<file path="config.mk">
export PLATFORM = sky130hd
export DESIGN_NAME = esc_throttle_ramp_with_timeout
export DESIGN_NICKNAME = d
export VERILOG_FILES = /design/src/hdl/esctr_pkg.sv /design/src/hdl/esc_throttle_ramp_with_timeout.sv /design/src/hdl/esctr_cfg.sv /design/src/hdl/esctr_core.sv
export SDC_FILE = /design/constraint.sdc
export NUM_CORES = 1
export LEC_CHECK = 0
export BUFFER_PORTS_ARGS = -buffer_cell sky130_fd_sc_hd__buf_4
export CELL_PAD_IN_SITES_DETAIL_PLACEMENT = 2
export CELL_PAD_IN_SITES_GLOBAL_PLACEMENT = 2
export CORE_ASPECT_RATIO = 0.9
export CORE_UTILIZATION = 40
export CTS_CLUSTER_SIZE = 8
export DETAILED_ROUTE_END_ITERATION = 8
export PLACE_DENSITY = 0.9
export SETUP_SLACK_MARGIN = 0.4
export SLEW_MARGIN = 20
export SYNTH_ARGS = -nofsm -noshare
export SYNTH_HDL_FRONTEND = slang
export SYNTH_HIERARCHICAL = 1
export SYNTH_SLANG_ARGS = --single-unit
</file>
<file path="constraint.sdc">
create_clock -name clk -period 15.7 [get_ports clk]
set_input_delay 1.57 -clock clk [delete_from_list [all_inputs] [get_ports clk]]
set_output_delay 1.57 -clock clk [all_outputs]
set_load 0.02 [all_outputs]
</file>
<file path="src/hdl/esctr_pkg.sv">
`timescale 1ns / 1ps
// ----------------------------------------------------------------------------
// esctr_pkg - shared types and constants for the throttle ramp block
// Field widths, reset values, register indexes and the beat structs passed
// between the block's modules.
// ----------------------------------------------------------------------------
package esctr_pkg;

  localparam int PULSE_W = 11;
  localparam int STEP_W  = 10;
  localparam int IVL_W   = 16;
  localparam int SECS_W  = 16;
  localparam int WD_W    = 26;
  localparam int IDX_W   = 3;

  // configuration register indexes
  localparam logic [IDX_W-1:0] REG_NEUTRAL  = 3'd0;
  localparam logic [IDX_W-1:0] REG_MIN_FWD  = 3'd1;
  localparam logic [IDX_W-1:0] REG_MIN_REV  = 3'd2;
  localparam logic [IDX_W-1:0] REG_MAX_STEP = 3'd3;
  localparam logic [IDX_W-1:0] REG_INTERVAL = 3'd4;

  // reset values
  localparam logic [PULSE_W-1:0] NEUTRAL_RST  = 11'd1500;
  localparam logic [PULSE_W-1:0] MIN_FWD_RST  = 11'd1600;
  localparam logic [PULSE_W-1:0] MIN_REV_RST  = 11'd1400;
  localparam logic [STEP_W-1:0]  MAX_STEP_RST = 10'd12;
  localparam logic [IVL_W-1:0]   INTERVAL_RST = 16'd50;

  // output pulse limits, watchdog scale
  localparam logic [PULSE_W-1:0] PULSE_LOW   = 11'd1000;
  localparam logic [PULSE_W-1:0] PULSE_HIGH  = 11'd2000;
  localparam logic [WD_W-1:0]    MS_PER_SEC  = 26'd1000;

  // action codes
  localparam logic ACT_TICK = 1'b0;
  localparam logic ACT_CMD  = 1'b1;

  typedef struct packed {
    logic [PULSE_W-1:0] neutral_pulse;
    logic [PULSE_W-1:0] min_forward_pulse;
    logic [PULSE_W-1:0] min_reverse_pulse;
    logic [STEP_W-1:0]  max_step;
    logic [IVL_W-1:0]   ramp_interval_ms;
  } cfg_t;

  typedef struct packed {
    logic               action;
    logic [PULSE_W-1:0] target_pulse;
    logic [SECS_W-1:0]  timeout_seconds;
    logic               led_request;
  } item_t;

  typedef struct packed {
    logic [PULSE_W-1:0] pulse_out;
    logic               led_out;
    logic               watchdog_fired;
    logic               ramp_stepped;
    logic               watchdog_armed;
  } result_t;

endpackage

</file>
<file path="src/hdl/esc_throttle_ramp_with_timeout.sv">
`timescale 1ns / 1ps
// ----------------------------------------------------------------------------
// esc_throttle_ramp_with_timeout - slew-limited throttle with watchdog
// Each input beat is a 1 ms tick or a throttle command; each yields one
// result beat carrying the pulse width for the speed controller.
// ----------------------------------------------------------------------------
// Usage: one result beat per input beat, in order. An input beat lands in an
// input register, is processed combinationally against the controller
// state (watchdog check, ramp timer, slew step, deadband, output clamp) and
// the result is held in an output register until taken. Throughput is one
// beat per clock while the output is not stalled; out_valid rises when the
// beat moves from the input register into the output register. in_stall
// rises only when the input register holds a beat and the output register
// is full and stalled. Commands set the target and LED and arm the
// watchdog (timeout_seconds * 1000 ticks) or disarm it when zero. Ticks run
// the watchdog first, then step the tracked pulse every ramp_interval_ms
// ticks by at most max_step. Configuration registers (index 0..4: neutral,
// min forward, min reverse, max step, ramp interval) are always ready and
// should be written while the block is idle; other indexes are ignored.
// ----------------------------------------------------------------------------
module esc_throttle_ramp_with_timeout
  import esctr_pkg::*;
(
  input  logic               clk,
  input  logic               rst_n,
  // input channel
  input  logic               in_valid,
  output logic               in_stall,
  input  logic               in_action,
  input  logic [PULSE_W-1:0] in_target_pulse,
  input  logic [SECS_W-1:0]  in_timeout_seconds,
  input  logic               in_led_request,
  // result channel
  output logic               out_valid,
  input  logic               out_stall,
  output logic [PULSE_W-1:0] out_pulse_out,
  output logic               out_led_out,
  output logic               out_watchdog_fired,
  output logic               out_ramp_stepped,
  output logic               out_watchdog_armed,
  // configuration write channel
  input  logic               cfg_valid,
  output logic               cfg_ready,
  input  logic [IDX_W-1:0]   cfg_index,
  input  logic [31:0]        cfg_data
);

  cfg_t    cfg;
  item_t   item_r, item_nxt;
  logic    in_vld_r, in_vld_nxt;
  result_t res;
  result_t res_r, res_nxt;
  logic    out_vld_r, out_vld_nxt;
  logic    advance;   // input register beat moves into the output register
  logic    in_take;   // input beat accepted

  assign cfg_ready = 1'b1;

  esctr_cfg u_cfg (
    .clk      (clk),
    .rst_n    (rst_n),
    .wr_en    (cfg_valid && cfg_ready),
    .wr_index (cfg_index),
    .wr_data  (cfg_data),
    .cfg      (cfg)
  );

  // the output register frees up in the same cycle it is drained
  assign advance  = in_vld_r && (!out_vld_r || !out_stall);
  assign in_stall = in_vld_r && !advance;
  assign in_take  = in_valid && !in_stall;

  esctr_core u_core (
    .clk     (clk),
    .rst_n   (rst_n),
    .cfg     (cfg),
    .item_en (advance),
    .item    (item_r),
    .res     (res)
  );

  always_comb begin
    item_nxt   = item_r;
    in_vld_nxt = in_vld_r;
    if (in_take) begin
      item_nxt.action          = in_action;
      item_nxt.target_pulse    = in_target_pulse;
      item_nxt.timeout_seconds = in_timeout_seconds;
      item_nxt.led_request     = in_led_request;
      in_vld_nxt               = 1'b1;
    end else if (advance) begin
      in_vld_nxt = 1'b0;
    end
  end

  always_comb begin
    res_nxt     = res_r;
    out_vld_nxt = out_vld_r && out_stall;
    if (advance) begin
      res_nxt     = res;
      out_vld_nxt = 1'b1;
    end
  end

  always_ff @(posedge clk) begin
    if (!rst_n) begin
      in_vld_r  <= 1'b0;
      out_vld_r <= 1'b0;
    end else begin
      in_vld_r  <= in_vld_nxt;
      out_vld_r <= out_vld_nxt;
    end
  end

  // payload registers, no reset
  always_ff @(posedge clk) begin
    item_r <= item_nxt;
    res_r  <= res_nxt;
  end

  assign out_valid          = out_vld_r;
  assign out_pulse_out      = res_r.pulse_out;
  assign out_led_out        = res_r.led_out;
  assign out_watchdog_fired = res_r.watchdog_fired;
  assign out_ramp_stepped   = res_r.ramp_stepped;
  assign out_watchdog_armed = res_r.watchdog_armed;

endmodule

</file>
<file path="src/hdl/esctr_cfg.sv">
`timescale 1ns / 1ps
// ----------------------------------------------------------------------------
// esctr_cfg - configuration register file
// Five writable registers; writes to unused indexes are dropped.
// ----------------------------------------------------------------------------
module esctr_cfg
  import esctr_pkg::*;
(
  input  logic               clk,
  input  logic               rst_n,
  input  logic               wr_en,
  input  logic [IDX_W-1:0]   wr_index,
  input  logic [31:0]        wr_data,
  output cfg_t               cfg
);

  cfg_t cfg_r;
  cfg_t cfg_nxt;

  always_comb begin
    cfg_nxt = cfg_r;
    if (wr_en) begin
      case (wr_index)
        REG_NEUTRAL:  cfg_nxt.neutral_pulse     = wr_data[PULSE_W-1:0];
        REG_MIN_FWD:  cfg_nxt.min_forward_pulse = wr_data[PULSE_W-1:0];
        REG_MIN_REV:  cfg_nxt.min_reverse_pulse = wr_data[PULSE_W-1:0];
        REG_MAX_STEP: cfg_nxt.max_step          = wr_data[STEP_W-1:0];
        REG_INTERVAL: cfg_nxt.ramp_interval_ms  = wr_data[IVL_W-1:0];
        default:      cfg_nxt = cfg_r;
      endcase
    end
  end

  always_ff @(posedge clk) begin
    if (!rst_n) begin
      cfg_r.neutral_pulse     <= NEUTRAL_RST;
      cfg_r.min_forward_pulse <= MIN_FWD_RST;
      cfg_r.min_reverse_pulse <= MIN_REV_RST;
      cfg_r.max_step          <= MAX_STEP_RST;
      cfg_r.ramp_interval_ms  <= INTERVAL_RST;
    end else begin
      cfg_r <= cfg_nxt;
    end
  end

  assign cfg = cfg_r;

endmodule

</file>
<file path="src/hdl/esctr_core.sv">
`timescale 1ns / 1ps
// ----------------------------------------------------------------------------
// esctr_core - watchdog, ramp timer and slew-limited pulse tracker
// Holds the controller state and computes one result per processed beat.
// ----------------------------------------------------------------------------
module esctr_core
  import esctr_pkg::*;
(
  input  logic    clk,
  input  logic    rst_n,
  input  cfg_t    cfg,
  input  logic    item_en,
  input  item_t   item,
  output result_t res
);

  logic [PULSE_W-1:0] target_r,  target_nxt;
  logic [PULSE_W-1:0] tracked_r, tracked_nxt;
  logic [PULSE_W-1:0] applied_r, applied_nxt;
  logic [IVL_W-1:0]   ramp_el_r, ramp_el_nxt;
  logic [WD_W-1:0]    wd_lim_r,  wd_lim_nxt;
  logic [WD_W-1:0]    wd_el_r,   wd_el_nxt;
  logic               wd_on_r,   wd_on_nxt;
  logic               led_r,     led_nxt;

  logic [WD_W-1:0]    wd_el_inc;
  logic [IVL_W-1:0]   ramp_el_inc;
  logic               fire;
  logic               step;
  logic [PULSE_W-1:0] tgt;
  logic               up;
  logic               moved;
  logic               fwd;
  logic [PULSE_W-1:0] mag;
  logic [PULSE_W-1:0] delta;
  logic [PULSE_W-1:0] tr_new;
  logic [PULSE_W-1:0] clamped;
  logic               is_cmd;

  assign is_cmd      = (item.action == ACT_CMD);
  assign wd_el_inc   = (wd_el_r != '1) ? wd_el_r + 1'b1 : wd_el_r;
  assign ramp_el_inc = (ramp_el_r != '1) ? ramp_el_r + 1'b1 : ramp_el_r;
  assign fire        = wd_on_r && (wd_el_inc >= wd_lim_r);
  assign step        = (ramp_el_inc >= cfg.ramp_interval_ms);

  // ramp toward the target as it stands after the watchdog check
  assign tgt    = fire ? cfg.neutral_pulse : target_r;
  assign up     = (tgt > tracked_r);
  assign moved  = (tgt != tracked_r);
  assign fwd    = (tgt > cfg.neutral_pulse) ||
                  ((tgt == cfg.neutral_pulse) && (tracked_r > cfg.neutral_pulse));
  assign mag    = up ? (tgt - tracked_r) : (tracked_r - tgt);
  assign delta  = (mag < {1'b0, cfg.max_step}) ? mag : {1'b0, cfg.max_step};
  assign tr_new = up ? (tracked_r + delta) : (tracked_r - delta);

  // deadband; neutral passes unchanged
  always_comb begin
    if (tr_new == cfg.neutral_pulse) begin
      clamped = tr_new;
    end else if (fwd) begin
      clamped = (tr_new < cfg.min_forward_pulse) ? cfg.min_forward_pulse : tr_new;
    end else begin
      clamped = (tr_new > cfg.min_reverse_pulse) ? cfg.min_reverse_pulse : tr_new;
    end
  end

  always_comb begin
    target_nxt  = target_r;
    tracked_nxt = tracked_r;
    applied_nxt = applied_r;
    ramp_el_nxt = ramp_el_r;
    wd_lim_nxt  = wd_lim_r;
    wd_el_nxt   = wd_el_r;
    wd_on_nxt   = wd_on_r;
    led_nxt     = led_r;
    if (is_cmd) begin
      target_nxt = item.target_pulse;
      led_nxt    = item.led_request;
      if (item.timeout_seconds != '0) begin
        wd_lim_nxt = WD_W'(item.timeout_seconds) * MS_PER_SEC;
        wd_el_nxt  = '0;
        wd_on_nxt  = 1'b1;
      end else begin
        wd_on_nxt  = 1'b0;
      end
    end else begin
      wd_el_nxt   = wd_el_inc;
      ramp_el_nxt = ramp_el_inc;
      if (fire) begin
        wd_on_nxt  = 1'b0;
        target_nxt = cfg.neutral_pulse;
        led_nxt    = 1'b0;
      end
      if (step) begin
        ramp_el_nxt = '0;
        if (moved) begin
          tracked_nxt = tr_new;
          applied_nxt = clamped;
        end
      end
    end
  end

  always_ff @(posedge clk) begin
    if (!rst_n) begin
      target_r  <= NEUTRAL_RST;
      tracked_r <= NEUTRAL_RST;
      applied_r <= NEUTRAL_RST;
      ramp_el_r <= '0;
      wd_lim_r  <= '0;
      wd_el_r   <= '0;
      wd_on_r   <= 1'b0;
      led_r     <= 1'b0;
    end else if (item_en) begin
      target_r  <= target_nxt;
      tracked_r <= tracked_nxt;
      applied_r <= applied_nxt;
      ramp_el_r <= ramp_el_nxt;
      wd_lim_r  <= wd_lim_nxt;
      wd_el_r   <= wd_el_nxt;
      wd_on_r   <= wd_on_nxt;
      led_r     <= led_nxt;
    end
  end

  always_comb begin
    if (applied_nxt < PULSE_LOW) begin
      res.pulse_out = PULSE_LOW;
    end else if (applied_nxt > PULSE_HIGH) begin
      res.pulse_out = PULSE_HIGH;
    end else begin
      res.pulse_out = applied_nxt;
    end
    res.led_out        = led_nxt;
    res.watchdog_fired = !is_cmd && fire;
    res.ramp_stepped   = !is_cmd && step;
    res.watchdog_armed = wd_on_nxt;
  end

endmodule

</file>
Word-level counts from Yosys, hierarchy flattened
Cells that the tools add are included.

Register bits after elaboration: 205. Bits in latches: 0. Memory bits (writable): 0. Bits in read-only memories: 0. Bits of input ports: 69. Output and inout bits: 18. Word-level logic and storage cells: 107. Memories kept: 0.

$add $sub $neg: 6. $mul: 1. Div/mod/pow operators: 0. Magnitude comparators: 10. Equality and inequality tests: 10. Shift-type cells: 0. Mux-type cells: 26. Bitwise logic cells: 1. Reductions and logical operators: 28.

Operator list (count): 2-to-1 mux 11 bit (13); 2-to-1 mux 26 bit (3); greater-than comparator 11 bit (4); subtractor 11 bit (3); 2-to-1 mux 16 bit (2); adder 26 x 1 -> 26 bit, second input constant (1); greater-or-equal comparator 26 bit (1); inequality test 26 bit, second input constant (1); multiplier 16 x 7 -> 23 bit, second input constant (1); equality test 11 bit (2); adder 16 x 1 -> 16 bit, second input constant (1); greater-or-equal comparator 16 bit (1); inequality test 16 bit, second input constant (1); nonzero test 16 bit (1); AND reduction 2 bit (7); adder 11 bit (1); greater-than comparator 11 bit, second input constant (1); < comparator 11 x 10 -> 1 bit (1); < comparator 11 x 10 -> 1 bit, second input constant (1); < comparator 11 bit (1); inequality test 11 bit (1); logical AND 1 bit (8); 2-to-1 mux 1 bit (8); equality test 3 x 2 -> 1 bit, second input constant (2); 11 further kinds (16).

Longest topological paths before layout
Depth in word-level cells: 20. Depth in mapped cells: 71. Mapped depth without buffers: 65.

Cells and area by module
Netlist, hierarchy kept.

By module, submodules not included: esctr_core (times used 1, cells an instance 1510, area each 12374.4 um^2, seq. area each 2001.9 um^2); esctr_cfg (times used 1, cells an instance 227, area each 2331.0 um^2, seq. area each 1181.1 um^2); esc_throttle_ramp_with_timeout (times used 1, cells an instance 54, area each 1416.4 um^2, seq. area each 1361.3 um^2).

Worst setup path before layout
No wires, ideal clock.

Kind: reg2reg. Start: register u_core.wd_el_r[11]. End: register res_r (netlist bit out_pulse_out[0]), data pin. Library setup time: 267 ps. Arrival time: 13360 ps. Data required time: 15433 ps. Slack: 2074 ps. Cell stages (with the launch flop): 66. Path buffers: 7. Period minus slack after synthesis: 13626 ps. Cells stage by stage: dfxtp_1 -> clkbuf_1 -> nand2_1 -> nor3_1 -> nand4_1 -> nor4_1 -> nand3_1 -> nand4_1 -> nor2_1 -> nand3_1 -> xnor2_1 -> ha_1 -> nand4_1 -> nor4b_1 -> o21ai_0 -> a31oi_1 -> o21ai_0 -> nand2b_1 -> [... 30 more ...] -> o21ai_0 -> a21boi_0 -> o21ai_0 -> a21oi_1 -> a21oi_1 -> o311ai_1 -> xnor2_1 -> ha_1 -> o21a_1 -> o2bb2ai_1 -> a41oi_1 -> and2_1 -> nand2b_1 -> a21o_1 -> o211ai_1 -> a2111oi_4 -> mux2i_1 -> a21oi_1.

Cells in the longest elaborated chain, start to end: 20. Elaborated cells between the ends (all ways): 33. Classes of those cells: add/sub (5); order compare (8); eq/ne (4); mux (12); reduce/logical (4).

Ends and longest elaborated chain: start: declaration (RTL line esctr_core.sv:22) `logic [WD_W-1:0] wd_el_r, wd_el_nxt;`; start signal: assignment (RTL line esctr_core.sv:120) `wd_el_r <= wd_el_nxt;`; adder 26 x 1 -> 26 bit / inequality test 26 bit (equally long branches) (RTL line esctr_core.sv:41) `assign wd_el_inc = (wd_el_r != '1) ? wd_el_r + 1'b1 : wd_el_r;`; 2-to-1 mux 26 bit * (RTL line esctr_core.sv:41); greater-or-equal comparator 26 bit * (RTL line esctr_core.sv:43) `assign fire = wd_on_r && (wd_el_inc >= wd_lim_r);`; logical AND 1 bit * (RTL line esctr_core.sv:43); 2-to-1 mux 11 bit * (RTL line esctr_core.sv:47) `assign tgt = fire ? cfg.neutral_pulse : target_r;`; subtractor 11 bit / greater-than comparator 11 bit (equally long branches) (RTL line esctr_core.sv:52, esctr_core.sv:48); 2-to-1 mux 11 bit (RTL line esctr_core.sv:52) `assign mag = up ? (tgt - tracked_r) : (tracked_r - tgt);`; < comparator 11 x 10 -> 1 bit (RTL line esctr_core.sv:53) `assign delta = (mag < {1'b0, cfg.max_step}) ? mag : {1'b0, cfg.max_step};`; [... 3 more ...]; via u_core.tr_new[10] (RTL line esctr_core.sv:36) `logic [PULSE_W-1:0] tr_new;`; [... 1 more ...]; 2-to-1 mux 11 bit, on equally long branches (RTL line esctr_core.sv:63, esctr_core.sv:61); 2-to-1 mux 11 bit (RTL line esctr_core.sv:60) `end else if (fwd) begin`; 2-to-1 mux 11 bit * (RTL line esctr_core.sv:58) `if (tr_new == cfg.neutral_pulse) begin`; 2-to-1 mux 11 bit * (RTL line esctr_core.sv:96) `if (moved) begin`; 2-to-1 mux 11 bit * (RTL line esctr_core.sv:94) `if (step) begin`; 2-to-1 mux 11 bit * (RTL line esctr_core.sv:76) `if (is_cmd) begin`; greater-than comparator 11 bit / < comparator 11 x 10 -> 1 bit (equally long branches) (RTL line esctr_core.sv:129, esctr_core.sv:127); OR reduction 2 bit (no line); end signal: assignment (RTL line esc_throttle_ramp_with_timeout.sv:118) `res_r <= res_nxt;`; end: declaration (RTL line esc_throttle_ramp_with_timeout.sv:52) `result_t res_r, res_nxt;`.

The timed path passes the listed nets; every way through them passes the cells marked *. A chain may end at the register's enable or synchronous reset.

Worst setup path in the final report
Start: register u_core.wd_el_r[18]. End: register res_r (netlist bit out_pulse_out[0]), data pin.

The elaborated chain is that of the path after synthesis.

==> metrics.cfg <==
[place]
placed_cells_incl_taps = 2348
place.gp.congestion = 0.921
buffer_ports.inserted = 69
dpl-instance-area_um2 = 17200
dp.final_hpwl_mm = 44.9

[clock_network]
cts.path.max_buffers = 3
clk-insertion-delay-late_ps = 590
clkTransAtPathRegs_ps = 60
cts-buffers-inserted = 30
number_of_buffers_added_to_fix_hold_violations_after_cts = 0
cts_num_sinks = 205
tritoncts = built
ctsRootBufferMaster = clkbuf_16
cts-htree-levels = 1

[global_route]
grt_max_degree = 105
gr-usage-all-layers_pct = 31.0
grt_first_pass_wirelength_mm = 97.4
gr-total-overflow = 0
first_global_vias = 16613
number_of_antenna_violations_at_the_first_check_in_global_routing = 2

[detailed_routing]
drt-pass1-iter-count = 5
total_wirelength_of_the_detailed_routed_design_mm = 68.2
post-route-drc-count = 0
ant_nets = 0
vias = 14712
1st_iter_drt_viols = 939
routedWlPerCell_um = 28.2
avgViaCountPerCell = 6.08

[sta]
max_slew_margin_pct = 17.1
holdWs_ps = 459
final.period_utilization_pct = 99.4
report.final.hold_viol_count = 0
skew_ps = 25.3
setup-violations-final = 0
drv_slew = 0
tightestPinTransition_ps = 1240
max_freq_mhz = 64.1
fin_crit_period_ps = 15600

[die]
fp.dieW_um = 214
die_area_um2 = 41100
fp.coreArea_um2 = 39600
die_y_um = 192
pin_count = 87
row_count = 69
floorplan.initialDensity_pct = 40.7

[cells_and_area]
antennaDiodeCount = 0
area_growth_syn_to_layout_pct = 14.2
post_route_cells_drive_above_1_share_pct = 13.0
most_common_cell_after_layout_fill_and_taps_aside = ha_1
commonest_cells_after_routing_fill_and_taps_aside = ha_1 (181), nand2_1 (174), dfxtp_1 (160)
fin_cells = 2418
final_area_um2 = 18400
final_nets = 2185

[power_and_ir_drop]
finalPower_mw = 3.29
pwr_density_cell_nw_per_um2 = 178
leakage_nw = 7.88
ir_drop_mv = 0.107

[setup_path]
timing.critical_path.buf_inv = 8
setup.worst_path.class = reg2reg
critical_path.max_fanout = 13
cpPeakStageDelay_ps = 570
worst_ep_required_time_ps = 16000
worstPathArrival_ps = 15900
cp-end-kind = flip-flop
start_kind = flip-flop
slowest_stage = a21oi_1
path_delay_family = compound AO/OA/AOI/OAI gates
crit_path_frequent_cell = buf_4

[logic_synthesis]
synth_flop_type = dfxtp_1
synthesized_instance_count = 1791
synth_top_area_share_pct = 20.0
synthesis.area_per_instance_um2 = 9.00
synth.net_count = 2104
number_of_flops_mapped_to_enable_cells_by_yosys = 44
synth_top_cell_by_area = dfxtp_1
mappedNetlistArea_um2 = 16100
synth-seq-cells = 205
post_synth_main_area_contributors = dfxtp_1 (20%), ha_1 (15%), edfxtp_1 (8.2%), fa_1 (7.1%), mux2i_1 (5.7%)
synth.yosys.warnings = 6
synth_async_sr_flop_share_pct = 0
yosysUniqueCellTypes = 93
synth-seq-area-share_pct = 28.2

[job]
maxcap_violations = 0

[min_path]
hold_path_class = reg2reg

[outcome]
result_of_the_run = completed

where the power goes:
part / internal (mW) / leakage, nW / total [mW] / switching [mW]
registers: 0.565 / 1.72 / 0.592 / 0.0272
clock network: 0.351 / 0.403 / 0.617 / 0.266
logic: 0.825 / 5.75 / 2.08 / 1.25
total: 1.74 / 7.88 / 3.29 / 1.55
metrics by stage:
step | worst slack, ps | setup TNS [ps] | util, %
2_1_floorplan | 2070 | 0 | -
3_3_place_gp | 886 | 0 | 43.4
3_5_place_dp | -147 | -420 | 43.4
4_1_cts | 415 | 0 | 45.7
5_1_grt | -468 | -622 | 46.5
6_report | 97.6 | 0 | 46.5
what timing repair did:
item | in CTS | in global routing
cloned | 0 | 1
gates resized for setup | 10 | 37
setup buffers | 1 | 22
setup endpoints to repair | 20 | 22
pin swaps | 0 | 8
cells in the mapped netlist (4+ instances only):
cell type and n:
ha_1 187, nand2_1 175, dfxtp_1 161, inv_1 161, a21oi_1 115, nor2_1 105, mux2i_1 92, fa_1 57
o21ai_0 55, nor2b_1 53, clkbuf_1 52, xnor2_1 51, edfxtp_1 44, nand3_1 41, o21a_1 34, nor3_1 30
xor2_1 28, a22oi_1 25, nand4_1 23, a21o_1 22, o211ai_1 20, nand2b_1 19, a31oi_1 18, and3_1 12
o31ai_1 12, a211o_1 11, and2_1 10, buf_4 10, o21bai_1 10, a211oi_1 8, buf_2 8, nor4_1 8
or2_2 8, or3_1 7, a2111oi_0 6, a21boi_0 6, a31o_2 6, o22ai_1 6, a2bb2oi_1 5, mux2_2 5
a22o_1 4, nand3b_1 4, o2111ai_1 4, xnor3_1 4
worst paths after layout:
| path | depth (start not counted) | end | start | slack (ps) |
|---|---|---|---|---|
| worst max register to register | 65 | out_pulse_out[0] | u_core/wd_el_r[18] | 100 |
| worst min register to register | 2 | u_core/wd_lim_r[19] | u_core/wd_lim_r[19] | 460 |
| worst min-delay path | 2 | u_core/wd_lim_r[19] | u_core/wd_lim_r[19] | 460 |
| worst max-delay path | 65 | out_pulse_out[0] | u_core/wd_el_r[18] | 100 |
cell families (layout without fill, tap and decap cells):
kind of cell	Yosys count	count (layout)	synth area share [%]
AND/OR/NAND/NOR	521	521	15.9
AO/OA/AOI/OAI	398	399	17.0
adder cells (fa/ha/maj)	245	245	21.7
buffers and inverters	237	331	5.95
flip-flops	205	205	28.2
multiplexers	99	99	6.22
XOR/XNOR	85	85	5.05
other	1	1	0.0233
final cells by class:
type                            instances  area [um2]
Sequential cell                       205        4550
Inverter                              162         608
Fill cell                            4196       21200
Clock inverter                          2        21.3
Multi-Input combinational cell       1350       10800
Clock buffer                           44         813
Timing Repair Buffer                  123         923
Tap cell                              532         666
routing by layer:
| metal | GRT usage (%) | vias up | part of all wire [%] |
|---|---|---|---|
| met2 | 57.2 | 564 | 50 |
| li1 | - | 6445 | - |
| met4 | 17.4 | 2 | 6.9 |
| met3 | 4.75 | 279 | 5.0 |
| met1 | 33.8 | 7422 | 38 |
| met5 | 0 | - | 0.019 |
worst min-delay path: stages (launching register included):
cell and delay, ps:
dfxtp_1 310, nand2_1 50, a21oi_1 50
flip-flops by register name, indices dropped and copies added, names as in the netlist:
register            flops
u_cfg/cfg              59
out_ramp_stepped        1
out_watchdog_armed      1
u_core/target_r        11
u_core/wd_on_r          1
out_led_out             1
u_core/led_r            1
u_core/wd_lim_r        23
u_core/applied_r       11
out_valid               1
in_vld_r                1
u_core/wd_el_r         26
u_core/tracked_r       11
out_watchdog_fired      1
item_r                 29
u_core/ramp_el_r       16
out_pulse_out          11
Note: power is estimated with default switching activity, not from simulation.
